[src/mieu_pkg.sv]
// mieu_pkg: opcode codes and the control/status structs of the integer execute unit
// no dependencies; used by every module of the block
`default_nettype none

package mieu_pkg;

    localparam int unsigned OP_W   = 6;
    localparam int unsigned WORD_W = 32;
    localparam int unsigned CNT_W  = 5;

    localparam logic [OP_W-1:0] OP_ADD     = 6'd0;
    localparam logic [OP_W-1:0] OP_SUB     = 6'd1;
    localparam logic [OP_W-1:0] OP_AND     = 6'd2;
    localparam logic [OP_W-1:0] OP_OR      = 6'd3;
    localparam logic [OP_W-1:0] OP_XOR     = 6'd4;
    localparam logic [OP_W-1:0] OP_NOR     = 6'd5;
    localparam logic [OP_W-1:0] OP_SLT     = 6'd6;
    localparam logic [OP_W-1:0] OP_SLTU    = 6'd7;
    localparam logic [OP_W-1:0] OP_ADDI    = 6'd8;
    localparam logic [OP_W-1:0] OP_SLTI    = 6'd9;
    localparam logic [OP_W-1:0] OP_SLTI_U  = 6'd10;
    localparam logic [OP_W-1:0] OP_ANDI    = 6'd11;
    localparam logic [OP_W-1:0] OP_ORI     = 6'd12;
    localparam logic [OP_W-1:0] OP_XORI    = 6'd13;
    localparam logic [OP_W-1:0] OP_LUI     = 6'd14;
    localparam logic [OP_W-1:0] OP_SLL     = 6'd15;
    localparam logic [OP_W-1:0] OP_SRL     = 6'd16;
    localparam logic [OP_W-1:0] OP_SRA     = 6'd17;
    localparam logic [OP_W-1:0] OP_SLLV    = 6'd18;
    localparam logic [OP_W-1:0] OP_SRLV    = 6'd19;
    localparam logic [OP_W-1:0] OP_SRAV    = 6'd20;
    localparam logic [OP_W-1:0] OP_MULT    = 6'd21;
    localparam logic [OP_W-1:0] OP_MULT_U  = 6'd22;
    localparam logic [OP_W-1:0] OP_DIV     = 6'd23;
    localparam logic [OP_W-1:0] OP_DIVU    = 6'd24;
    localparam logic [OP_W-1:0] OP_MFHI    = 6'd25;
    localparam logic [OP_W-1:0] OP_MFLO    = 6'd26;
    localparam logic [OP_W-1:0] OP_MTHI    = 6'd27;
    localparam logic [OP_W-1:0] OP_MTLO    = 6'd28;
    localparam logic [OP_W-1:0] OP_BEQ     = 6'd29;
    localparam logic [OP_W-1:0] OP_BNE     = 6'd30;
    localparam logic [OP_W-1:0] OP_BGTZ    = 6'd31;
    localparam logic [OP_W-1:0] OP_BLEZ    = 6'd32;
    localparam logic [OP_W-1:0] OP_BLTZ    = 6'd33;
    localparam logic [OP_W-1:0] OP_BGEZ    = 6'd34;
    localparam logic [OP_W-1:0] OP_MTC0_SR = 6'd35;
    localparam logic [OP_W-1:0] OP_MFC0_SR = 6'd36;
    localparam logic [OP_W-1:0] OP_RFE     = 6'd37;

    // status bit that isolates the cache
    localparam int unsigned ISOLATE_BIT = 16;

    // controller to datapath
    typedef struct packed {
        logic exec;       // non-multiply/divide op: update state and load output register
        logic md_start;   // load the multiply/divide unit
        logic md_step;    // one shift-add or shift-subtract step
        logic md_finish;  // move hi/lo out of the unit, load an empty result
    } cmd_t;

    // datapath to controller
    typedef struct packed {
        logic is_muldiv;  // opcode at the input is a multiply or divide
    } sts_t;

endpackage

`default_nettype wire

[src/mips1_integer_execute_unit.sv]
// mips1_integer_execute_unit: top level of the mips-i integer execute unit
// depends on mieu_pkg, mieu_ctrl, mieu_dp (which holds mieu_muldiv)
//
//   channel | signals                                         | direction
//   --------+-------------------------------------------------+----------
//   in      | in_valid, in_ready, opcode, operand_s,          | into block
//           | operand_t, immediate, shift_amount, branch_link |
//   out     | out_valid, out_ready, result, write_result,     | out of block
//           | branch_taken, link_return, cache_isolated       |
//
// alu, shift, branch, hi/lo move and status ops: the result sits in the
// output register the cycle after the transfer, and a new item is taken each cycle
// while the output side keeps up and no multiply or divide is in progress.
// mult, multu, div, divu: run on the shared 32-step shift-add /
// restoring-divide unit (a load, 32 steps, then a finish that moves the sign-fixed hi/lo out).
// reset clears hi, lo, status and all handshake state; no clearing pass.
// a stalled output holds its result and blocks the input until it is taken.
`default_nettype none

module mips1_integer_execute_unit (
    input  wire logic        clk,
    input  wire logic        rst_n,
    // input channel
    input  wire logic        in_valid,
    output logic             in_ready,
    input  wire logic [5:0]  opcode,
    input  wire logic [31:0] operand_s,
    input  wire logic [31:0] operand_t,
    input  wire logic [15:0] immediate,
    input  wire logic [4:0]  shift_amount,
    input  wire logic        branch_link,
    // output channel
    output logic             out_valid,
    input  wire logic        out_ready,
    output logic      [31:0] result,
    output logic             write_result,
    output logic             branch_taken,
    output logic             link_return,
    output logic             cache_isolated
);
    import mieu_pkg::*;

    cmd_t cmd;
    sts_t sts;

    // controller: handshakes, output valid, step count of the iterative unit
    mieu_ctrl u_ctrl (
        .clk       (clk),
        .rst_n     (rst_n),
        .in_valid  (in_valid),
        .in_ready  (in_ready),
        .out_valid (out_valid),
        .out_ready (out_ready),
        .sts       (sts),
        .cmd       (cmd)
    );

    // datapath: operands are read straight from the input ports, which hold
    // steady until the transfer; all lasting values live in registers here
    mieu_dp u_dp (
        .clk            (clk),
        .rst_n          (rst_n),
        .cmd            (cmd),
        .sts            (sts),
        .opcode         (opcode),
        .operand_s      (operand_s),
        .operand_t      (operand_t),
        .immediate      (immediate),
        .shift_amount   (shift_amount),
        .branch_link    (branch_link),
        .result         (result),
        .write_result   (write_result),
        .branch_taken   (branch_taken),
        .link_return    (link_return),
        .cache_isolated (cache_isolated)
    );

endmodule

`default_nettype wire

[src/mieu_muldiv.sv]
// mieu_muldiv: iterative radix-2 multiply and restoring divide on 32-bit magnitudes
// depends on mieu_pkg for word width and opcode codes
`default_nettype none

module mieu_muldiv (
    input  wire logic                    clk,
    input  wire logic                    start,
    input  wire logic                    step,
    input  wire logic [mieu_pkg::OP_W-1:0]   opcode,
    input  wire logic [mieu_pkg::WORD_W-1:0] operand_a,
    input  wire logic [mieu_pkg::WORD_W-1:0] operand_b,
    output logic      [mieu_pkg::WORD_W-1:0] hi_out,
    output logic      [mieu_pkg::WORD_W-1:0] lo_out
);
    import mieu_pkg::*;

    logic [WORD_W-1:0]   acc_reg, acc_next;
    logic [WORD_W-1:0]   q_reg, q_next;
    logic [WORD_W-1:0]   m_reg;
    logic                div_reg;
    logic                neg_q_reg;
    logic                neg_r_reg;

    logic                is_div;
    logic                is_sgn;
    logic                neg_a;
    logic                neg_b;
    logic [WORD_W-1:0]   mag_a;
    logic [WORD_W-1:0]   mag_b;
    logic [WORD_W:0]     rem_sh;
    logic [WORD_W+1:0]   diff;
    logic                qbit;
    logic [WORD_W:0]     sum;
    logic [2*WORD_W-1:0] prod;
    logic [2*WORD_W-1:0] prod_fix;

    // operand set-up
    always_comb
    begin
        is_div = (opcode == OP_DIV) || (opcode == OP_DIVU);
        is_sgn = (opcode == OP_MULT) || (opcode == OP_DIV);
        neg_a  = is_sgn & operand_a[WORD_W-1];
        neg_b  = is_sgn & operand_b[WORD_W-1];
        mag_a  = neg_a ? (~operand_a + 1'b1) : operand_a;
        mag_b  = neg_b ? (~operand_b + 1'b1) : operand_b;
    end

    // one step of either algorithm
    always_comb
    begin
        rem_sh = {acc_reg, q_reg[WORD_W-1]};
        diff   = {1'b0, rem_sh} - {2'b00, m_reg};
        qbit   = ~diff[WORD_W+1];
        sum    = {1'b0, acc_reg} + (q_reg[0] ? {1'b0, m_reg} : '0);
        if (div_reg)
        begin
            acc_next = qbit ? diff[WORD_W-1:0] : rem_sh[WORD_W-1:0];
            q_next   = {q_reg[WORD_W-2:0], qbit};
        end
        else
        begin
            acc_next = sum[WORD_W:1];
            q_next   = {sum[0], q_reg[WORD_W-1:1]};
        end
    end

    always_ff @(posedge clk)
    begin
        if (start)
        begin
            acc_reg   <= '0;
            q_reg     <= mag_a;
            m_reg     <= mag_b;
            div_reg   <= is_div;
            neg_q_reg <= neg_a ^ neg_b;
            neg_r_reg <= neg_a;
        end
        else if (step)
        begin
            acc_reg <= acc_next;
            q_reg   <= q_next;
        end
    end

    // sign correction; divide by zero and the overflow case fall out of the magnitudes
    always_comb
    begin
        prod     = {acc_reg, q_reg};
        prod_fix = neg_q_reg ? (~prod + 1'b1) : prod;
        if (div_reg)
        begin
            hi_out = neg_r_reg ? (~acc_reg + 1'b1) : acc_reg;
            lo_out = neg_q_reg ? (~q_reg + 1'b1) : q_reg;
        end
        else
        begin
            hi_out = prod_fix[2*WORD_W-1:WORD_W];
            lo_out = prod_fix[WORD_W-1:0];
        end
    end

endmodule

`default_nettype wire

[src/mieu_dp.sv]
// mieu_dp: alu, branch tests, hi/lo and status registers, output payload registers
// depends on mieu_pkg and mieu_muldiv
`default_nettype none

module mieu_dp (
    input  wire logic                        clk,
    input  wire logic                        rst_n,
    input  wire mieu_pkg::cmd_t              cmd,
    output mieu_pkg::sts_t                   sts,
    input  wire logic [mieu_pkg::OP_W-1:0]   opcode,
    input  wire logic [mieu_pkg::WORD_W-1:0] operand_s,
    input  wire logic [mieu_pkg::WORD_W-1:0] operand_t,
    input  wire logic [15:0]                 immediate,
    input  wire logic [4:0]                  shift_amount,
    input  wire logic                        branch_link,
    output logic      [mieu_pkg::WORD_W-1:0] result,
    output logic                             write_result,
    output logic                             branch_taken,
    output logic                             link_return,
    output logic                             cache_isolated
);
    import mieu_pkg::*;

    logic [WORD_W-1:0] hi_reg, hi_next;
    logic [WORD_W-1:0] lo_reg, lo_next;
    logic [WORD_W-1:0] status_reg, status_next;
    logic [WORD_W-1:0] result_reg;
    logic              write_reg;
    logic              taken_reg;
    logic              link_reg;
    logic              cache_reg;

    logic [WORD_W-1:0] res;
    logic              wr;
    logic              taken;
    logic              lnk;
    logic [WORD_W-1:0] imm_sx;
    logic [WORD_W-1:0] imm_zx;
    logic [WORD_W-1:0] md_hi;
    logic [WORD_W-1:0] md_lo;

    mieu_muldiv u_muldiv (
        .clk       (clk),
        .start     (cmd.md_start),
        .step      (cmd.md_step),
        .opcode    (opcode),
        .operand_a (operand_s),
        .operand_b (operand_t),
        .hi_out    (md_hi),
        .lo_out    (md_lo)
    );

    always_comb
    begin
        unique case (opcode) inside
            OP_MULT, OP_MULT_U, OP_DIV, OP_DIVU: sts.is_muldiv = 1'b1;
            default:                             sts.is_muldiv = 1'b0;
        endcase
    end

    always_comb
    begin
        imm_sx      = {{16{immediate[15]}}, immediate};
        imm_zx      = {16'h0000, immediate};
        res         = '0;
        wr          = 1'b0;
        taken       = 1'b0;
        lnk         = 1'b0;
        hi_next     = hi_reg;
        lo_next     = lo_reg;
        status_next = status_reg;
        unique case (opcode)
            OP_ADD:   begin res = operand_s + operand_t; wr = 1'b1; end
            OP_SUB:   begin res = operand_s - operand_t; wr = 1'b1; end
            OP_AND:   begin res = operand_s & operand_t; wr = 1'b1; end
            OP_OR:    begin res = operand_s | operand_t; wr = 1'b1; end
            OP_XOR:   begin res = operand_s ^ operand_t; wr = 1'b1; end
            OP_NOR:   begin res = ~(operand_s | operand_t); wr = 1'b1; end
            OP_SLT:
            begin
                res = {31'd0, $signed(operand_s) < $signed(operand_t)};
                wr  = 1'b1;
            end
            OP_SLTU:  begin res = {31'd0, operand_s < operand_t}; wr = 1'b1; end
            OP_ADDI:  begin res = operand_s + imm_sx; wr = 1'b1; end
            OP_SLTI:
            begin
                res = {31'd0, $signed(operand_s) < $signed(imm_sx)};
                wr  = 1'b1;
            end
            OP_SLTI_U: begin res = {31'd0, operand_s < imm_sx}; wr = 1'b1; end
            OP_ANDI:  begin res = operand_s & imm_zx; wr = 1'b1; end
            OP_ORI:   begin res = operand_s | imm_zx; wr = 1'b1; end
            OP_XORI:  begin res = operand_s ^ imm_zx; wr = 1'b1; end
            OP_LUI:   begin res = {immediate, 16'h0000}; wr = 1'b1; end
            OP_SLL:   begin res = operand_t << shift_amount; wr = 1'b1; end
            OP_SRL:   begin res = operand_t >> shift_amount; wr = 1'b1; end
            OP_SRA:
            begin
                res = WORD_W'($signed(operand_t) >>> shift_amount);
                wr  = 1'b1;
            end
            OP_SLLV:  begin res = operand_t << operand_s[4:0]; wr = 1'b1; end
            OP_SRLV:  begin res = operand_t >> operand_s[4:0]; wr = 1'b1; end
            OP_SRAV:
            begin
                res = WORD_W'($signed(operand_t) >>> operand_s[4:0]);
                wr  = 1'b1;
            end
            OP_MFHI:  begin res = hi_reg; wr = 1'b1; end
            OP_MFLO:  begin res = lo_reg; wr = 1'b1; end
            OP_MTHI:  hi_next = operand_s;
            OP_MTLO:  lo_next = operand_s;
            OP_BEQ:   taken = (operand_s == operand_t);
            OP_BNE:   taken = (operand_s != operand_t);
            OP_BGTZ:  taken = ~operand_s[WORD_W-1] & (operand_s != '0);
            OP_BLEZ:  taken = operand_s[WORD_W-1] | (operand_s == '0);
            OP_BLTZ:
            begin
                taken = operand_s[WORD_W-1];
                lnk   = operand_s[WORD_W-1] & branch_link;
            end
            OP_BGEZ:
            begin
                taken = ~operand_s[WORD_W-1];
                lnk   = ~operand_s[WORD_W-1] & branch_link;
            end
            OP_MTC0_SR: status_next = operand_t;
            OP_MFC0_SR: begin res = status_reg; wr = 1'b1; end
            // pop the kernel/user and interrupt-enable stack
            OP_RFE:   status_next = {status_reg[WORD_W-1:4], status_reg[5:2]};
            default:  ;
        endcase
    end

    always_ff @(posedge clk or negedge rst_n)
    begin
        if (!rst_n)
        begin
            hi_reg     <= '0;
            lo_reg     <= '0;
            status_reg <= '0;
        end
        else if (cmd.exec)
        begin
            hi_reg     <= hi_next;
            lo_reg     <= lo_next;
            status_reg <= status_next;
        end
        else if (cmd.md_finish)
        begin
            hi_reg <= md_hi;
            lo_reg <= md_lo;
        end
    end

    always_ff @(posedge clk)
    begin
        if (cmd.exec)
        begin
            result_reg <= res;
            write_reg  <= wr;
            taken_reg  <= taken;
            link_reg   <= lnk;
            cache_reg  <= status_next[ISOLATE_BIT];
        end
        else if (cmd.md_finish)
        begin
            result_reg <= '0;
            write_reg  <= 1'b0;
            taken_reg  <= 1'b0;
            link_reg   <= 1'b0;
            cache_reg  <= status_reg[ISOLATE_BIT];
        end
    end

    assign result         = result_reg;
    assign write_result   = write_reg;
    assign branch_taken   = taken_reg;
    assign link_return    = link_reg;
    assign cache_isolated = cache_reg;

endmodule

`default_nettype wire

[src/mieu_ctrl.sv]
// mieu_ctrl: handshake control, output valid and the multiply/divide step sequencer
// depends on mieu_pkg for the command and status structs
`default_nettype none

module mieu_ctrl (
    input  wire logic           clk,
    input  wire logic           rst_n,
    input  wire logic           in_valid,
    output logic                in_ready,
    output logic                out_valid,
    input  wire logic           out_ready,
    input  wire mieu_pkg::sts_t sts,
    output mieu_pkg::cmd_t      cmd
);
    import mieu_pkg::*;

    localparam logic [1:0] ST_IDLE   = 2'd0;
    localparam logic [1:0] ST_RUN    = 2'd1;
    localparam logic [1:0] ST_FINISH = 2'd2;

    localparam logic [CNT_W-1:0] LAST_STEP = CNT_W'(WORD_W - 1);

    logic [1:0]       state_reg, state_next;
    logic [CNT_W-1:0] count_reg, count_next;
    logic             out_valid_reg, out_valid_next;
    logic             accept;

    always_comb
    begin
        state_next     = state_reg;
        count_next     = count_reg;
        out_valid_next = out_valid_reg & ~out_ready;
        in_ready       = 1'b0;
        accept         = 1'b0;
        cmd            = '0;
        unique case (state_reg)
            ST_IDLE:
            begin
                in_ready = ~out_valid_reg | out_ready;
                accept   = in_valid & in_ready;
                if (accept)
                begin
                    if (sts.is_muldiv)
                    begin
                        cmd.md_start = 1'b1;
                        count_next   = '0;
                        state_next   = ST_RUN;
                    end
                    else
                    begin
                        cmd.exec       = 1'b1;
                        out_valid_next = 1'b1;
                    end
                end
            end
            ST_RUN:
            begin
                cmd.md_step = 1'b1;
                count_next  = count_reg + 1'b1;
                if (count_reg == LAST_STEP)
                begin
                    state_next = ST_FINISH;
                end
            end
            ST_FINISH:
            begin
                // output register is empty here: it was free when the item came in
                cmd.md_finish  = 1'b1;
                out_valid_next = 1'b1;
                state_next     = ST_IDLE;
            end
            default:
            begin
                state_next = ST_IDLE;
            end
        endcase
    end

    always_ff @(posedge clk or negedge rst_n)
    begin
        if (!rst_n)
        begin
            state_reg     <= ST_IDLE;
            count_reg     <= '0;
            out_valid_reg <= 1'b0;
        end
        else
        begin
            state_reg     <= state_next;
            count_reg     <= count_next;
            out_valid_reg <= out_valid_next;
        end
    end

    assign out_valid = out_valid_reg;

endmodule

`default_nettype wire
[config.mk]
export PLATFORM = sky130hd
export DESIGN_NAME = mips1_integer_execute_unit
export DESIGN_NICKNAME = d
export VERILOG_FILES = /design/src/mieu_pkg.sv /design/src/mips1_integer_execute_unit.sv /design/src/mieu_muldiv.sv /design/src/mieu_dp.sv /design/src/mieu_ctrl.sv
export SDC_FILE = /design/constraint.sdc
export NUM_CORES = 2
export LEC_CHECK = 0
export BUFFER_PORTS_ARGS = -buffer_cell sky130_fd_sc_hd__buf_2
export CAP_MARGIN = 20
export CORE_MARGIN = 5
export CORE_UTILIZATION = 50
export CTS_BUF_LIST = sky130_fd_sc_hd__clkbuf_4 sky130_fd_sc_hd__clkbuf_8 sky130_fd_sc_hd__clkbuf_16
export CTS_CLUSTER_DIAMETER = 200
export DETAILED_ROUTE_END_ITERATION = 8
export HOLD_SLACK_MARGIN = 0.12
export PLACE_DENSITY = 0.64
export SLEW_MARGIN = 20
export SYNTH_ARGS = -nofsm -noshare
export SYNTH_HDL_FRONTEND = slang
export SYNTH_SLANG_ARGS = --single-unit
[constraint.sdc]
create_clock -name clk -period 5.2 [get_ports clk]
set_clock_uncertainty 0.05 [all_clocks]
set_input_delay 1.04 -clock clk [delete_from_list [all_inputs] [get_ports clk]]
set_output_delay 1.04 -clock clk [all_outputs]
set_load 0.05 [all_outputs]
==> results.cfg <==
[synthesis]
ys_seq_elements = 239
synthCells = 3817
synth_top_flop_cell = dfrtp_1
syn_area_per_cell_sq_um = 7.808
yosysWarnings = 0
synth_edf_count = 103
yosysTopAreaCell = ha_1
netlist_top_cells_area = ha_1, edfxtp_1, dfrtp_1
syn-num-nets = 4183
ys_seq_area_share_pct = 21.26
ys_types = 89
synth_area_sq_um = 29800
synthArstFlopShare_pct = 43.51
netlist.area_leader.share_pct = 11.17

[global_routing]
gr-max-usage-layer = met2
antenna_found_initial = 24
grt_use_total_pct = 47.96
grt_max_degree = 97
grt_pass1_vias = 32216
grt_pass1_wl_um = 226700
use_met3_pct = 19.92
grtUsageMet2_pct = 69.29
use_met1_pct = 59.31
globalRoute.totalOverflow = 0

[critical_path]
r2r_cells = 15
r2r_end = u_dp.u_muldiv.acc_reg[29]
cp_max_fo = 28
end_kind = flip-flop
path_buf_inv = 4
cp_top_family = compound AO/OA/AOI/OAI gates
critPathSlowestCell = a2111oi_0
rrSetupSlack_ns = 0.97
cpPeakStageDelay_ns = 0.47
crit_chain = buf_2, nor2_1, nand3b_1, nand2b_2, buf_12, buf_4, nor2_1, buf_4, a21o_1, ha_1, a21oi_1, o21bai_1, a21oi_1, o21ai_0, a221oi_1, o221ai_1, a2111oi_0, a21oi_1
cp.arrival_ns = 4.85
start_kind = input port
cp.required_ns = 5.50
crit_top_cell = a21oi_1
critPathKind = in2reg
r2r-start = u_dp.u_muldiv.q_reg[0]
crit_cells = 18

[clock_network]
cts-resized-gates = 0
cts_made_buffers = 29
cts_max_level = 1
cts.clk_slew.worst_paths_ns = 0.07
clockRootBuffer = clkbuf_16
clockBufferDepth = 3
ctsHoldBuffers = 0
post-cts-setup-buffers = 0
clkLatencyLatePin_ns = 0.63
numClockSinks = 239
cts_tree = done

[floorplanning]
ios = 134
rows = 89
core_sq_um = 59020
die_w_um = 254.1
start_util_pct = 50.50
die_y_um = 254.1
dieArea_sq_um = 64590

[pwr]
p_int_mw = 5.974
combinationalPowerShare_pct = 53.6
p_leak_nw = 14.85
power_density_nw_per_um2 = 338.7
p_clk_share_pct = 18.7
switching_power_mw = 5.579
p_seq_share_pct = 27.7
swShare_pct = 48.29
vdd_drop_max_v = 0.0004020

[final_layout]
drive_gt1_share_pct = 16.01
nNetsFinal = 4410
num-fill-cells = 5689
register_area_sq_um = 6336
syn2layout_area_growth_pct = 14.43
multiInputGateArea_sq_um = 21960

[drt]
vias = 34490
dr.first_iter.drc_count = 5024
drt_pass1_iterations = 7
wl_per_cell_um = 33.36
drc_errors = 0
drt-total-wl_um = 161800
avgViaCountPerCell = 7.108
antenna_left = 0

[sta]
fin_ws_ns = 0.6568
relSlewSlack_pct = 20.70
finalSetupTns_ns = 0
tightest_slew_ns = 1.180
slew_viol_final = 0
setup_viol_count_final = 0
finalHoldViolations = 0
min_period_ns = 4.543
fin_crit_sh_pct = 87.37
rsz0062_at_grt = no
max_freq_ghz = 0.2201

[placement]
preCtsSetupSlack_ns = 0.1118
place.port_buffers = 133
place_hpwl_um = 124900
gp_congestion = 1.120

[hold_path]
hp-class = in2async

[run_status]
run_status = finished, final reports clean

[flow_run]
maxCapViolations = 0
## cell type report
| class | instances | share of cell area, % |
|---|---|---|
| inverters | 192 | 2.113 |
| flip-flops and latches | 239 | 18.58 |
| clock inverters | 15 | 0.4072 |
| repair buffers | 448 | 9.113 |
| well taps | 773 | 2.836 |
| diodes | 12 | 0.08805 |
| clock buffers | 39 | 2.458 |
| multi-input cells | 3134 | 64.41 |
## power groups by stage
| stage | logic (mW) | clock network [mW] | registers [mW] |
|---|---|---|---|
| final | 6.20 | 2.16 | 3.20 |
| after global routing | 6.60 | 2.24 | 3.23 |
| after CTS | 5.97 | 2.16 | 3.15 |
| after detailed placement | 5.92 | 0 | 3.18 |
| after global placement | 5.89 | 0 | 3.17 |
| after floorplan | 3.91 | 0 | 3.02 |
## worst reg2reg max path, stage by stage, from the launching register on
cell and delay [ns]:
edfxtp_1 0.38, inv_1 0.51, buf_4 0.31, nor2_1 0.06, ha_1 0.35, a21oi_1 0.27
o21ai_0 0.16, a221oi_1 0.35, o21a_1 0.18, nor2_1 0.05, a2111oi_0 0.37, buf_4 0.21
o21ai_0 0.18, a31oi_1 0.41, xor2_1 0.18, o21ai_0 0.08
## placed cells by master (no fill, tap or decap), drive strengths merged, types with 30 or more instances in the layout
cell    synthesis  final
mux2           52     52
buf            35    448
edfxtp        103    103
a221oi         64     64
o21ai         307    307
nand2         401    401
nand4          36     36
inv           191    193
ha            266    266
o31ai          39     39
a211oi         55     55
xnor2         142    142
mux2i         200    200
a22oi          44     44
or3            30     30
xor2           71     71
dfrtp         104    104
nor3           78     78
a31oi          74     74
mux4           30     30
nand3          91     91
o22ai          43     43
dfxtp          32     32
clkbuf        217     39
nand2b         36     36
a21oi         273    273
o211ai         32     32
nor2          324    324
a21o           68     68
nor4           37     37
## cells by family (layout without fill, tap and decap cells)
logic type	after synthesis	after routing	synth area share, %
mux	282	282	11.00
flops	239	239	21.26
simple gates	1159	1159	18.00
other cells	0	12	0
compound gates	1210	1210	26.33
xor+xnor	213	213	6.260
fa+ha+maj	270	270	11.44
buf+inv	444	694	5.718
## stage by stage
step	hold slack (ns)	total power [mW]	instances	utilization [%]	area (sq um)
2_1_floorplan	0.3974	6.923	3817	-	29830
3_3_place_gp	0.4206	9.058	4786	56.07	33090
3_5_place_dp	0.4282	9.102	4786	56.07	33090
4_1_cts	0.2942	11.28	4840	57.73	34070
5_1_grt	0.3213	12.08	4842	57.74	34080
6_report	0.3023	11.55	4852	57.78	34100
## cell usage after synthesis, types with 18 or more instances
| cell | number |
|---|---|
| nor3_1 | 78 |
| mux4_2 | 30 |
| a211oi_1 | 55 |
| nor2_1 | 324 |
| a21oi_1 | 272 |
| nand2b_1 | 35 |
| ha_1 | 266 |
| o31ai_1 | 38 |
| and3_1 | 25 |
| nor4_1 | 37 |
| o21a_1 | 22 |
| o22ai_1 | 43 |
| xor2_1 | 71 |
| nor2b_1 | 26 |
| inv_1 | 191 |
| o211ai_1 | 32 |
| xnor2_1 | 142 |
| and2_1 | 20 |
| a22oi_1 | 44 |
| edfxtp_1 | 103 |
| a22o_1 | 18 |
| mux2_2 | 52 |
| dfrtp_1 | 104 |
| clkbuf_1 | 217 |
| dfxtp_1 | 32 |
| a221oi_1 | 64 |
| nand2_1 | 401 |
| nand4_1 | 36 |
| a21o_1 | 68 |
| o21bai_1 | 22 |
| nand3_1 | 90 |
| o21ai_0 | 305 |
| mux2i_1 | 196 |
| a31oi_1 | 74 |
| or3_1 | 30 |
## per-layer routing
metal,wire [um],vias up
met3,23900,796
met5,137,-
met2,65180,2679
met4,13510,20
li1,-,14655
met1,59120,16340
## worst max path at each step
| stage | end | from | slack (ns) |
|---|---|---|---|
| 2_1_floorplan | u_dp.result[30] | opcode[2] | 0.004 |
| 3_3_place_gp | u_dp.result[30] | opcode[4] | 0.30 |
| 3_5_place_dp | u_dp.result[24] | opcode[4] | 0.11 |
| 4_1_cts | u_dp.result[24] | opcode[4] | 0.75 |
| 5_1_grt | u_dp.result[24] | opcode[4] | 0.25 |
| 6_report | u_dp.result[24] | opcode[4] | 0.66 |
Note: power is estimated with default switching activity, not from simulation.
